`src/hw/rtl/rsd_pkg.sv`:
```
// Shared types and constants for the raw socket demultiplexer table.
// Used by rsd_cell and raw_socket_demux_table; no dependencies.
`default_nettype none

package rsd_pkg;

	localparam int NUM_SOCKETS_DEF = 8;
	localparam int PROTO_W         = 8;
	localparam int ADDR_W          = 32;
	localparam int CNT_W           = 7;
	localparam int SLOT_W          = 3;
	localparam int REQ_W           = 3;
	localparam int STAT_W          = 3;

	// Largest queue depth honored, whatever the limit register holds
	localparam logic [CNT_W-1:0] QUEUE_MAX   = 7'd64;
	localparam logic [CNT_W-1:0] LIMIT_RESET = 7'd16;

	typedef enum logic [REQ_W-1:0] {
		REQ_CREATE  = 3'd0,
		REQ_BIND    = 3'd1,
		REQ_CONNECT = 3'd2,
		REQ_CLOSE   = 3'd3,
		REQ_ARRIVE  = 3'd4,
		REQ_RECV    = 3'd5,
		REQ_SEND    = 3'd6
	} req_t;

	typedef enum logic [STAT_W-1:0] {
		ST_OK       = 3'd0,
		ST_NO_SLOT  = 3'd1,
		ST_UNREACH  = 3'd2,
		ST_DROPPED  = 3'd3,
		ST_EMPTY    = 3'd4,
		ST_MISMATCH = 3'd5,
		ST_BAD_SLOT = 3'd6
	} status_t;

	// Operation applied to the selected cell
	typedef enum logic [2:0] {
		OP_HOLD,
		OP_LOAD,
		OP_SET_LOCAL,
		OP_SET_REMOTE,
		OP_INC,
		OP_DEC,
		OP_CLOSE
	} cell_op_t;

	// Socket contents held by one cell (slot id travels separately)
	typedef struct packed {
		logic               vld;
		logic [PROTO_W-1:0] proto;
		logic [ADDR_W-1:0]  laddr;
		logic [ADDR_W-1:0]  raddr;
		logic [CNT_W-1:0]   cnt;
	} cell_data_t;

	// Request fields broadcast to every cell at accept time
	typedef struct packed {
		logic               cap;
		logic [PROTO_W-1:0] proto;
		logic [ADDR_W-1:0]  src;
		logic [ADDR_W-1:0]  dst;
		logic [CNT_W-1:0]   lim;
	} cell_probe_t;

	// Update broadcast to every cell in the execute cycle
	typedef struct packed {
		cell_op_t           op;
		logic [PROTO_W-1:0] proto;
		logic [ADDR_W-1:0]  set_ip;
	} cell_cmd_t;

	// Per-cell compare results registered at accept
	typedef struct packed {
		logic pkt_hit;
		logic id_hit;
		logic below_lim;
		logic cnt_zero;
		logic send_bad;
	} cell_flags_t;

endpackage

`default_nettype wire

```
`src/hw/rtl/rsd_cell.sv`:
```
// One position of the creation-ordered socket chain.
// Holds a socket, compares it against a request, passes priority and shift chains.
// Depends on rsd_pkg.
`default_nettype none

module rsd_cell #(
	parameter int IdW = 3
) (
	input  wire                  clk,
	input  wire                  arst_n,
	input  rsd_pkg::cell_probe_t probe,
	input  wire  [IdW-1:0]       probe_id,
	input  wire                  probe_id_ok,
	input  rsd_pkg::cell_cmd_t   cmd,
	input  wire                  sel,
	input  wire  [IdW-1:0]       load_id,
	input  rsd_pkg::cell_data_t  nxt,
	input  wire  [IdW-1:0]       nxt_id,
	input  wire                  found_in,
	output logic                 found_out,
	input  wire                  full_in,
	output logic                 full_out,
	input  wire                  rm_in,
	output logic                 rm_out,
	output logic                 pkt_first,
	output logic                 free_first,
	output rsd_pkg::cell_data_t  cur,
	output logic [IdW-1:0]       cur_id,
	output rsd_pkg::cell_flags_t flags
);

	rsd_pkg::cell_data_t  data_q;
	logic [IdW-1:0]       id_q;
	rsd_pkg::cell_flags_t flags_q;
	rsd_pkg::cell_flags_t flags_d;
	logic                 rm_here;

	assign cur    = data_q;
	assign cur_id = id_q;
	assign flags  = flags_q;

	// Compare against the incoming request; wildcard fields are zero
	always_comb begin
		flags_d.pkt_hit   = data_q.vld
			&& (data_q.proto == '0 || data_q.proto == probe.proto)
			&& (data_q.raddr == '0 || data_q.raddr == probe.src)
			&& (data_q.laddr == '0 || data_q.laddr == probe.dst);
		flags_d.id_hit    = data_q.vld && probe_id_ok && (id_q == probe_id);
		flags_d.below_lim = data_q.cnt < probe.lim;
		flags_d.cnt_zero  = data_q.cnt == '0;
		flags_d.send_bad  = data_q.raddr != '0 && data_q.raddr != probe.dst;
	end

	// First match in creation order, first empty position, removal shift
	assign found_out  = found_in | flags_q.pkt_hit;
	assign pkt_first  = flags_q.pkt_hit & ~found_in;
	assign full_out   = full_in & data_q.vld;
	assign free_first = ~data_q.vld & full_in;
	assign rm_here    = sel && (cmd.op == rsd_pkg::OP_CLOSE);
	assign rm_out     = rm_in | rm_here;

	// Socket: shift from the neighbor on removal, else apply the command;
	// compare flags load at accept
	always_ff @(posedge clk or negedge arst_n) begin
		if (!arst_n) begin
			data_q  <= '0;
			id_q    <= '0;
			flags_q <= '0;
		end else begin
			if (probe.cap) begin
				flags_q <= flags_d;
			end
			if (rm_out) begin
				data_q <= nxt;
				id_q   <= nxt_id;
			end else if (sel) begin
				case (cmd.op)
					rsd_pkg::OP_LOAD: begin
						data_q.vld   <= 1'b1;
						data_q.proto <= cmd.proto;
						data_q.laddr <= '0;
						data_q.raddr <= '0;
						data_q.cnt   <= '0;
						id_q         <= load_id;
					end
					rsd_pkg::OP_SET_LOCAL: begin
						data_q.laddr <= cmd.set_ip;
					end
					rsd_pkg::OP_SET_REMOTE: begin
						data_q.raddr <= cmd.set_ip;
					end
					rsd_pkg::OP_INC: begin
						data_q.cnt <= data_q.cnt + 7'd1;
					end
					rsd_pkg::OP_DEC: begin
						data_q.cnt <= data_q.cnt - 7'd1;
					end
					default: begin
					end
				endcase
			end
		end
	end

endmodule

`default_nettype wire

```
`src/hw/rtl/raw_socket_demux_table.sv`:
```
// Raw socket table with first-match packet demultiplexing over a cell chain.
// Accept sets busy and busy sets done, so the result strobe follows the busy cycle.
// A new request is refused while busy; cells compare at accept, then the
// first-match chain across all cells selects and updates in the busy cycle.
// Results cannot be stalled. Reset empties the table and sets queue_limit to 16.
// Depends on rsd_pkg and rsd_cell.
`default_nettype none

module raw_socket_demux_table #(
	parameter int NUM_SOCKETS = rsd_pkg::NUM_SOCKETS_DEF
) (
	input  wire                         clk,
	input  wire                         arst_n,
	// request channel
	input  wire                         start,
	output logic                        busy,
	input  wire  [rsd_pkg::REQ_W-1:0]   req_type,
	input  wire  [rsd_pkg::SLOT_W-1:0]  slot,
	input  wire  [rsd_pkg::PROTO_W-1:0] proto,
	input  wire  [rsd_pkg::ADDR_W-1:0]  src_ip,
	input  wire  [rsd_pkg::ADDR_W-1:0]  dst_ip,
	input  wire  [rsd_pkg::ADDR_W-1:0]  set_ip,
	// configuration channel (queue_limit)
	input  wire                         cfg_valid,
	output logic                        cfg_ready,
	input  wire  [rsd_pkg::CNT_W-1:0]   cfg_data,
	// result channel
	output logic                        done,
	output logic [rsd_pkg::STAT_W-1:0]  status,
	output logic [rsd_pkg::SLOT_W-1:0]  slot_out,
	output logic [rsd_pkg::CNT_W-1:0]   queued_count
);

	localparam int IdW  = (NUM_SOCKETS > 1) ? $clog2(NUM_SOCKETS) : 1;
	localparam int SelW = (IdW > rsd_pkg::SLOT_W) ? IdW : rsd_pkg::SLOT_W;

	// control registers
	logic                        busy_q;
	logic                        done_q;
	logic [rsd_pkg::CNT_W-1:0]   limit_q;
	logic [NUM_SOCKETS-1:0]      in_use_q;
	rsd_pkg::status_t            status_q;
	logic [rsd_pkg::SLOT_W-1:0]  slot_q;
	logic [rsd_pkg::CNT_W-1:0]   count_q;

	// request captured at accept
	rsd_pkg::req_t               req_s1;
	logic [rsd_pkg::SLOT_W-1:0]  slot_s1;
	logic [IdW-1:0]              slot_id_s1;
	logic [rsd_pkg::PROTO_W-1:0] proto_s1;
	logic [rsd_pkg::ADDR_W-1:0]  set_ip_s1;

	logic                        accept;
	logic [SelW-1:0]             slot_wide;
	logic [IdW-1:0]              slot_id;
	logic                        slot_ok;
	rsd_pkg::cell_probe_t        probe;
	rsd_pkg::cell_cmd_t          cmd;

	// chain wiring
	rsd_pkg::cell_data_t         cur   [NUM_SOCKETS];
	logic [IdW-1:0]              cur_id[NUM_SOCKETS];
	rsd_pkg::cell_flags_t        flg   [NUM_SOCKETS];
	logic [NUM_SOCKETS:0]        found_c;
	logic [NUM_SOCKETS:0]        full_c;
	logic [NUM_SOCKETS:0]        rm_c;
	logic [NUM_SOCKETS-1:0]      pkt_first;
	logic [NUM_SOCKETS-1:0]      free_first;
	logic [NUM_SOCKETS-1:0]      id_hit;
	logic [NUM_SOCKETS-1:0]      sel;

	// execute-cycle decode
	logic [NUM_SOCKETS-1:0]      free_oh;
	logic [IdW-1:0]              new_id;
	logic                        table_full;
	logic [NUM_SOCKETS-1:0]      look;
	logic [rsd_pkg::CNT_W-1:0]   look_cnt;
	logic [IdW-1:0]              look_id;
	logic                        look_below;
	logic                        look_zero;
	logic                        look_bad;
	rsd_pkg::status_t            status_d;
	logic [rsd_pkg::SLOT_W-1:0]  slot_d;
	logic [rsd_pkg::CNT_W-1:0]   count_d;
	logic [NUM_SOCKETS-1:0]      in_use_d;
	rsd_pkg::cell_op_t           op_d;

	assign accept    = start & ~busy_q;
	assign busy      = busy_q;
	assign cfg_ready = ~busy_q;
	assign done      = done_q;
	assign status    = status_q;
	assign slot_out  = slot_q;
	assign queued_count = count_q;

	// slot range check and index at the table's id width
	assign slot_wide = SelW'(slot);
	assign slot_id   = slot_wide[IdW-1:0];
	assign slot_ok   = (SelW + 1)'(slot) < (SelW + 1)'(NUM_SOCKETS);

	// request fields to the cells; limit saturates at the largest queue
	always_comb begin
		probe.cap   = accept;
		probe.proto = proto;
		probe.src   = src_ip;
		probe.dst   = dst_ip;
		probe.lim   = (limit_q > rsd_pkg::QUEUE_MAX) ? rsd_pkg::QUEUE_MAX : limit_q;
	end

	assign found_c[0] = 1'b0;
	assign full_c[0]  = 1'b1;
	assign rm_c[0]    = 1'b0;

	// the chain, in creation order
	for (genvar i = 0; i < NUM_SOCKETS; i++) begin : g_cell
		rsd_pkg::cell_data_t nxt;
		logic [IdW-1:0]      nxt_id;

		if (i == NUM_SOCKETS - 1) begin : g_tail
			assign nxt    = '0;
			assign nxt_id = '0;
		end else begin : g_body
			assign nxt    = cur[i+1];
			assign nxt_id = cur_id[i+1];
		end

		rsd_cell #(
			.IdW(IdW)
		) u_cell (
			.clk        (clk),
			.arst_n     (arst_n),
			.probe      (probe),
			.probe_id   (slot_id),
			.probe_id_ok(slot_ok),
			.cmd        (cmd),
			.sel        (sel[i]),
			.load_id    (new_id),
			.nxt        (nxt),
			.nxt_id     (nxt_id),
			.found_in   (found_c[i]),
			.found_out  (found_c[i+1]),
			.full_in    (full_c[i]),
			.full_out   (full_c[i+1]),
			.rm_in      (rm_c[i]),
			.rm_out     (rm_c[i+1]),
			.pkt_first  (pkt_first[i]),
			.free_first (free_first[i]),
			.cur        (cur[i]),
			.cur_id     (cur_id[i]),
			.flags      (flg[i])
		);

		assign id_hit[i] = flg[i].id_hit;
	end

	// lowest free slot id: isolate the lowest clear bit, then encode
	assign free_oh    = ~in_use_q & (in_use_q + NUM_SOCKETS'(1));
	assign table_full = &in_use_q;

	always_comb begin
		new_id = '0;
		for (int i = 0; i < NUM_SOCKETS; i++) begin
			if (free_oh[i]) begin
				new_id = new_id | IdW'(i);
			end
		end
	end

	// read out the single cell picked by the request
	assign look = (req_s1 == rsd_pkg::REQ_ARRIVE) ? pkt_first : id_hit;

	always_comb begin
		look_cnt   = '0;
		look_id    = '0;
		look_below = 1'b0;
		look_zero  = 1'b0;
		look_bad   = 1'b0;
		for (int i = 0; i < NUM_SOCKETS; i++) begin
			if (look[i]) begin
				look_cnt   = look_cnt | cur[i].cnt;
				look_id    = look_id | cur_id[i];
				look_below = look_below | flg[i].below_lim;
				look_zero  = look_zero | flg[i].cnt_zero;
				look_bad   = look_bad | flg[i].send_bad;
			end
		end
	end

	// request decode and result
	always_comb begin
		status_d = rsd_pkg::ST_OK;
		slot_d   = slot_s1;
		count_d  = look_cnt;
		in_use_d = in_use_q;
		op_d     = rsd_pkg::OP_HOLD;
		sel      = look;
		case (req_s1)
			rsd_pkg::REQ_CREATE: begin
				sel = free_first;
				if (table_full) begin
					status_d = rsd_pkg::ST_NO_SLOT;
					slot_d   = '0;
					count_d  = '0;
				end else begin
					op_d     = rsd_pkg::OP_LOAD;
					slot_d   = rsd_pkg::SLOT_W'(new_id);
					count_d  = '0;
					in_use_d = in_use_q | free_oh;
				end
			end
			rsd_pkg::REQ_ARRIVE: begin
				if (!found_c[NUM_SOCKETS]) begin
					status_d = rsd_pkg::ST_UNREACH;
					slot_d   = '0;
					count_d  = '0;
				end else if (look_below) begin
					op_d    = rsd_pkg::OP_INC;
					slot_d  = rsd_pkg::SLOT_W'(look_id);
					count_d = look_cnt + 7'd1;
				end else begin
					status_d = rsd_pkg::ST_DROPPED;
					slot_d   = rsd_pkg::SLOT_W'(look_id);
				end
			end
			rsd_pkg::REQ_BIND, rsd_pkg::REQ_CONNECT, rsd_pkg::REQ_CLOSE,
			rsd_pkg::REQ_RECV, rsd_pkg::REQ_SEND: begin
				if (id_hit == '0) begin
					status_d = rsd_pkg::ST_BAD_SLOT;
					count_d  = '0;
				end else if (req_s1 == rsd_pkg::REQ_BIND) begin
					op_d = rsd_pkg::OP_SET_LOCAL;
				end else if (req_s1 == rsd_pkg::REQ_CONNECT) begin
					op_d = rsd_pkg::OP_SET_REMOTE;
				end else if (req_s1 == rsd_pkg::REQ_CLOSE) begin
					op_d     = rsd_pkg::OP_CLOSE;
					count_d  = '0;
					in_use_d = in_use_q & ~(NUM_SOCKETS'(1) << slot_id_s1);
				end else if (req_s1 == rsd_pkg::REQ_RECV) begin
					if (look_zero) begin
						status_d = rsd_pkg::ST_EMPTY;
						count_d  = '0;
					end else begin
						op_d    = rsd_pkg::OP_DEC;
						count_d = look_cnt - 7'd1;
					end
				end else if (look_bad) begin
					status_d = rsd_pkg::ST_MISMATCH;
				end
			end
			default: begin
				// unknown request code
				status_d = rsd_pkg::ST_BAD_SLOT;
				count_d  = '0;
			end
		endcase
	end

	// cell contents only change in the busy cycle
	always_comb begin
		cmd.op     = busy_q ? op_d : rsd_pkg::OP_HOLD;
		cmd.proto  = proto_s1;
		cmd.set_ip = set_ip_s1;
	end

	// control state and registered result
	always_ff @(posedge clk or negedge arst_n) begin
		if (!arst_n) begin
			busy_q   <= 1'b0;
			done_q   <= 1'b0;
			limit_q  <= rsd_pkg::LIMIT_RESET;
			in_use_q <= '0;
			status_q <= rsd_pkg::ST_OK;
			slot_q   <= '0;
			count_q  <= '0;
		end else begin
			busy_q <= accept;
			done_q <= busy_q;
			if (cfg_valid && cfg_ready) begin
				limit_q <= cfg_data;
			end
			if (busy_q) begin
				in_use_q <= in_use_d;
				status_q <= status_d;
				slot_q   <= slot_d;
				count_q  <= count_d;
			end
		end
	end

	// request capture
	always_ff @(posedge clk) begin
		if (accept) begin
			req_s1     <= rsd_pkg::req_t'(req_type);
			slot_s1    <= slot;
			slot_id_s1 <= slot_id;
			proto_s1   <= proto;
			set_ip_s1  <= set_ip;
		end
	end

	// checks
	a_busy_one_cycle: assert property (@(posedge clk) disable iff (!arst_n)
		busy_q |=> !busy_q)
		else $error("busy held longer than one cycle");

	a_done_follows_busy: assert property (@(posedge clk) disable iff (!arst_n)
		done_q |-> $past(busy_q))
		else $error("result strobe without a request in flight");

	a_first_match_unique: assert property (@(posedge clk) disable iff (!arst_n)
		busy_q |-> $onehot0(pkt_first))
		else $error("more than one first-match cell");

	a_slot_unique: assert property (@(posedge clk) disable iff (!arst_n)
		busy_q |-> $onehot0(id_hit))
		else $error("slot id held by more than one cell");

endmodule

`default_nettype wire
```
`config.mk`:
```
export PLATFORM = sky130hd
export DESIGN_NAME = raw_socket_demux_table
export DESIGN_NICKNAME = d
export VERILOG_FILES = /design/src/hw/rtl/rsd_pkg.sv /design/src/hw/rtl/rsd_cell.sv /design/src/hw/rtl/raw_socket_demux_table.sv
export SDC_FILE = /design/constraint.sdc
export NUM_CORES = 2
export LEC_CHECK = 0
export ABC_AREA = 1
export BUFFER_PORTS_ARGS = -buffer_cell sky130_fd_sc_hd__clkbuf_2
export CAP_MARGIN = 25
export CORE_MARGIN = 2
export CORE_UTILIZATION = 35
export CTS_CLUSTER_DIAMETER = 120
export CTS_CLUSTER_SIZE = 16
export DETAILED_ROUTE_END_ITERATION = 6
export MAX_ROUTING_LAYER = met4
export PLACE_DENSITY_LB_ADDON = 0.2
export SETUP_SLACK_MARGIN = 0.15
export SLEW_MARGIN = 20
export SYNTH_ARGS = -nofsm -noshare
export SYNTH_HDL_FRONTEND = slang
export SYNTH_SLANG_ARGS = --single-unit
```
`constraint.sdc`:
```
create_clock -name clk -period 17.27 [get_ports clk]
set_clock_uncertainty 0.15 [all_clocks]
set_input_delay 0.8635 -clock clk [delete_from_list [all_inputs] [get_ports clk]]
set_output_delay 0.8635 -clock clk [all_outputs]
set_load 0.1 [all_outputs]
```
* Word level (Yosys, flattened, before mapping)
Index checks and enable logic that the tools add are counted.
Word-level totals: flip-flop bits (word level) 780, bits of input ports 121, output and inout bits 16
Cells by class: add/subtract/negate cells 19, $lt $le $gt $ge 9, equal/unequal tests 57, shift-type cells 1, multiplexer cells 134, bitwise operators 91, reduce and logical (&&, ||, !) cells 191
Operators with widths (number):
- $mux W80 | 16
- $eq A32 B32 Y1 | 16
- $logic_not A32 Y1 | 16
- $ne A32 B32 Y1 | 8
- $reduce_bool A32 Y1 | 8
- $pmux W7 S3 | 8
- $mux W3 | 47
- $pmux W32 S2 | 2
- $mux W7 | 17
- $logic_not A8 Y1 | 9
- $eq A8 B8 Y1 | 8
- $reduce_and A2 Y1 | 32
- $add A7 B1 Y7 const B | 9
- $sub A7 B1 Y7 const B | 9
- $logic_not A7 Y1 | 8
- $lt A7 B7 Y1 | 8
- $mux W8 | 7
- $logic_and A1 B1 Y1 | 49
- $or A7 B7 Y7 | 7
- $reduce_bool A3 Y1 | 16
- $or A1 B1 Y1 | 35
- $reduce_bool A2 Y1 | 17
- $reduce_bool A4 Y1 | 8
- $mux W1 | 27
- other kinds (25) | 115

* Logic depth before layout (Yosys ltp)
depth in word-level cells 43, mapped depth 30, depth with buffers taken out 29

* Modules after synthesis
A second synthesis with hierarchy kept.
Second synthesis, totals: cells, all modules 8632, area, all modules 57649.0 sq um
Modules (own cells, without submodules):
- rsd_cell | instances 8, cells an instance 1003, area an instance 6611.3 sq um, seq. area each 2202.1 sq um
- raw_socket_demux_table | instances 1, cells an instance 608, area an instance 4758.3 sq um, seq. area each 2133.3 sq um

* Worst setup path after synthesis
OpenSTA, ideal clock, no wires.
path type reg2reg, start point register req_s1[1], end point register g_cell[1].u_cell.data_q (netlist bit g_cell[1].u_cell.cur[6]), library setup time 0.124 ns, arrival 5.770 ns, required time 16.996 ns, path slack 11.227 ns, stages on the path, launching flop included 28, path buffers 2, clock period less this slack 6.043 ns, cell sequence edfxtp_1 nor2_4 nand2_2 buf_6 nand2_1 nand2_2 nand2_2 nand2_2 nor2_4 nand4_2 nand2_1 nand2_2 nand2_1 nand2_2 nor2_1 inv_1 buf_2 nor2_1 ha_1 a21oi_1 o21ai_0 a21o_1 a21oi_1 xor2_1 xor2_1 o22ai_1 nor2_1 a21oi_1
On the way: longest elaborated chain between the ends 30, elaborated cells on any way between the ends 63, classes of those cells eq/ne (10); mux (31); bitwise (15); reduce/logical (7)
Ends and longest elaborated chain:
- start, declared | line raw_socket_demux_table.sv:47 | rsd_pkg::req_t req_s1;
- start signal, assigned | line raw_socket_demux_table.sv:293 | req_s1 <= rsd_pkg::req_t'(req_type);
- $eq A3 B3 Y1 | line raw_socket_demux_table.sv:170, raw_socket_demux_table.sv:197
- $mux W8 | line raw_socket_demux_table.sv:170 | assign look = (req_s1 == rsd_pkg::REQ_ARRIVE) ? pkt_first : id_hit;
- $mux W1 | line raw_socket_demux_table.sv:179 | if (look[i]) begin
- $or A1 B1 Y1 | line raw_socket_demux_table.sv:183 | look_zero = look_zero | flg[i].cnt_zero;
- $mux W1 | line raw_socket_demux_table.sv:179
- $or A1 B1 Y1 | line raw_socket_demux_table.sv:183
- $mux W1 | line raw_socket_demux_table.sv:179
- $or A1 B1 Y1 | line raw_socket_demux_table.sv:183
- (+14 left out)
- $mux W3 | line raw_socket_demux_table.sv:227 | if (id_hit == '0) begin
- $pmux W3 S3 | line raw_socket_demux_table.sv:197 | case (req_s1)
- $mux W3 | line raw_socket_demux_table.sv:260 | cmd.op = busy_q ? op_d : rsd_pkg::OP_HOLD;
- $eq A3 B3 Y1 | line rsd_cell.sv:59 | assign rm_here = sel && (cmd.op == rsd_pkg::OP_CLOSE);
- $logic_and A1 B1 Y1 | line rsd_cell.sv:59
- $or A1 B1 Y1 | line rsd_cell.sv:60 | assign rm_out = rm_in | rm_here;
- $reduce_bool A4 Y1 (no source line) or $reduce_bool A2 Y1 (tied branches)
- $reduce_and A2 Y1 (no source line)
- end signal, assigned | line rsd_cell.sv:74 | data_q <= nxt;
- end, declared | line rsd_cell.sv:32 | rsd_pkg::cell_data_t data_q;
Several ways; a longest one is shown, not always the timed one. The select of a mux whose other input is x is not followed. A chain may end at the register's enable or synchronous reset.

* Worst setup path in the final report
start point register req_s1[2], end point register g_cell[6].u_cell.data_q (netlist bit g_cell[6].u_cell.cur[39])
On the way: longest elaborated chain between the ends 35, elaborated cells on any way between the ends 72, classes of those cells eq/ne (9); mux (31); bitwise (20); reduce/logical (12)
Ends and longest elaborated chain (line):
- $eq A3 B3 Y1 | raw_socket_demux_table.sv:170, raw_socket_demux_table.sv:197
- $mux W8 | raw_socket_demux_table.sv:170
- $mux W1 | raw_socket_demux_table.sv:179
- $or A1 B1 Y1 | raw_socket_demux_table.sv:183
- $mux W1 | raw_socket_demux_table.sv:179
- $or A1 B1 Y1 | raw_socket_demux_table.sv:183
- $mux W1 | raw_socket_demux_table.sv:179
- $or A1 B1 Y1 | raw_socket_demux_table.sv:183
- (+14 left out)
- $mux W3 | raw_socket_demux_table.sv:227
- $pmux W3 S3 | raw_socket_demux_table.sv:197
- $mux W3 | raw_socket_demux_table.sv:260
- $eq A3 B3 Y1 | rsd_cell.sv:59
- $logic_and A1 B1 Y1 | rsd_cell.sv:59
- $or A1 B1 Y1 (6 in series) | rsd_cell.sv:60
- $reduce_bool A3 Y1 (no source line) or $reduce_bool A2 Y1 (tied branches)
- $reduce_and A2 Y1 (no source line)
- end signal, assigned | rsd_cell.sv:74
- end, declared | rsd_cell.sv:32
Several ways; a longest one is shown, not always the timed one. The select of a mux whose other input is x is not followed.

==> reports/metrics.cfg <==
[run_status]
outcome = finished with violations
failed_checks = hold timing

[synth]
synth_edf_count = 46
ys.flop_type = dfrtp_1
synth.top_cell.area_share_pct = 36.94
synth_fp_nets = 6622
syn_area_um2 = 49650
synth_top_family_by_area = simple AND/OR/NAND/NOR gates
synthTopCellsByArea = dfrtp_1 (37%), xnor2_1 (9.9%), nand2_1 (9.7%)
synthMuxAreaShare_pct = 0.1134
synth-async-reset-ratio_pct = 94.10
synth-adder-area-share_pct = 2.590
synth_xor_area_share_pct = 11.18
yosys_warnings = 0
yosysTopAreaCell = dfrtp_1
ys_ff_latch = 780
synthCells = 6403
avgSynthCellArea_um2 = 7.755
synth_cell_types = 75
synth_compound_area_share_pct = 16.91
synth_seq_area_share_pct = 39.78
synthSimpleGateAreaFrac_pct = 21.10

[route]
post_drt_wl_per_cell_um = 29.37
vias = 48591
drtPass1Iterations = 6
m1WireLength_um = 101700
top_layer_used = met4
ant_nets = 0
drc = 0
wl_um = 244100
wl_met3_um = 24810
drt-initial-drc-count = 6571
wl_met2_um = 105200
viasPerCell = 5.847

[sta]
worst_pin_slew_ns = 1.170
relSlewSlack_pct = 21.99
fin_tns_setup_ns = 0
rsz0062_at_grt = no
drv_slew = 0
post-route-period-util_pct = 32.39
fin_crit_ns = 5.593
fmax_mhz = 178.8
holdWs_ns = -0.01162
setup_viol = 0
hold_viol = 2
setup_slack_ns = 11.68

[setup_path]
arrival_ns = 6.01
r2r-start = req_s1[2]
startpoint = req_s1[2]
crit_buf_inv = 2
cp.depth = 17
slowest_stage = nor2_4
worstRegToRegCells = 17
reg2reg_slack_ns = 11.68
cp_top_family = simple AND/OR/NAND/NOR gates
cpMostUsedCell = nand2_1
critPathLaunchType = flip-flop
path_class = reg -> reg
crit_path_cell_trace = nand2_2 > clkinv_2 > nand2_1 > nand2_1 > o22ai_1 > a21oi_1 > nand2_1 > o21ai_2 > nand2_1 > nand2_2 > nor2_8 > nand2_4 > nand2_4 > buf_4 > nor2_1 > nor2_4 > o21ai_0
crit_fanout = 52
critPathMaxStageDelay_ns = 0.73
cp.required_ns = 17.68
r2r-end = g_cell[6].u_cell.cur[39]
end_kind = flip-flop

[grt]
antenna_found_initial = 14
grt_pass1_wl_um = 346200
grt_pass1_vias = 45846
grt_max_degree = 144
grt_overflow = 0
track_usage_pct = 33.79

[worst_hold_path]
hold_class = in -> async

[clocking]
cts_root_buf = clkbuf_16
cts_inserted_buffers = 55
cts_max_level = 2
clock_path_buffers = 3
hold_buffers = 0
cts_tree = done
ctsResizeCount = 0
cts_setup_buffers = 0
clk-insertion-delay-late_ns = 0.74
numClockSinks = 780
clk_pin_slew_ns = 0.09

[final_layout]
nets = 6599
fin_util_pct = 38.16
multiInputGateArea_um2 = 25910
syn_to_final_growth_pct = 8.535
seq_area_um2 = 19750
drive_gt1_share_pct = 6.789
final_cells = 8310
fill_cells = 15047

[placement]
place_inst = 8210
pre_cts_slack_ns = 11.81
place_hpwl_um = 181900
gp_congestion = 1.045
io_buffers = 136

[die]
initial_core_util_pct = 35.16
dieArea_um2 = 144900
rows = 138
die_w_um = 380.7
io-pin-count = 137
fp.coreArea_um2 = 141200
die_height_um = 380.7

[power_and_ir_drop]
power_mw = 5.510
leakage_nw = 23.01
ir_drop_uv = 85.38
powerDensity_nw_per_um2 = 102.2

[job]
drv_cap = 0

[kinds of logic after synthesis]
logic type | Yosys count
AO/OA/AOI/OAI | 1469
XOR/XNOR | 634
adder cells (fa/ha/maj) | 98
buffers and inverters | 1043
flip-flops | 780
multiplexers | 5
AND/OR/NAND/NOR | 2374
[power by group]
group / switching (mW) / internal [mW]
Sequential: 0.401 / 2.14
Clock: 0.747 / 0.605
Combinational: 1.07 / 0.547
[Yosys cell counts (73+ instances only)]
library cell,number
a21oi_1,371
buf_2,94
clkbuf_1,186
dfrtp_1,733
ha_1,90
inv_1,695
nand2_1,1287
nand3_1,137
nand4_1,215
nor2_1,434
nor4_1,149
o2111ai_1,81
o21ai_0,639
o21ai_1,99
o22ai_1,73
xnor2_1,561
xor2_1,73
[sequential cells by signal, summed over array words and instances, names as in the netlist]
name                  count
busy                      1
done                      1
g_cell.u_cell.cur       640
g_cell.u_cell.cur_id     24
g_cell.u_cell.flags      40
in_use_q                  8
limit_q                   7
proto_s1                  8
queued_count              7
req_s1                    3
set_ip_s1                32
slot_id_s1                3
slot_out                  3
status                    3
[layout make-up]
cell class	instances	area share, %
Multi-Input combinational cell	4580	48.08
Sequential cell	780	36.65
Inverter	721	5.033
Tap cell	1890	4.388
Timing Repair Buffer	242	2.902
Clock buffer	79	2.800
Clock inverter	5	0.08590
Antenna cell	13	0.06036
[worst max path at each step]
stage | end
after floorplan | g_cell[1].u_cell.cur[6]
final | g_cell[6].u_cell.cur[39]
after global routing | g_cell[6].u_cell.cur[39]
after CTS | g_cell[6].u_cell.cur[3]
after global placement | g_cell[6].u_cell.cur[1]
after detailed placement | g_cell[3].u_cell.cur[39]
[routing by layer]
metal | track usage, % | up-vias
met5 | - | -
met4 | 14.01 | 0
met3 | 7.141 | 587
met2 | 49.48 | 2853
met1 | 45.21 | 23725
li1 | - | 21426
[cell usage in the layout, fill, tap and decap left out, types with 57 or more instances in the layout]
cell type / instances
o21ai_0: 639
nand2_1: 1285
buf_4: 100
o21ai_1: 99
a21oi_1: 370
clkbuf_16: 57
inv_1: 695
nor2_1: 432
o2111ai_1: 81
nand3_1: 137
o22ai_1: 73
clkbuf_2: 135
xnor2_1: 561
ha_1: 90
nand4_1: 215
xor2_1: 73
nor4_1: 148
dfrtp_1: 733
[worst register-to-register path, delay by kind of cell, from the launching register on]
family	cells	cell delay [ns]
and+or+nand+nor	11	3.22
buffers and inverters	2	0.88
DFF	1	0.58
AOI/OAI and AO/OA	4	0.65
[stage by stage]
stage | cell area (um2) | hold slack [ns]
6_report | 53890 | -0.01162
5_1_grt | 53890 | 0.05561
4_1_cts | 53810 | 0.007128
3_5_place_dp | 52260 | 0.3220
3_3_place_gp | 52200 | 0.3185
2_1_floorplan | 49650 | 0.2967
(Power assumes the default switching activity.)
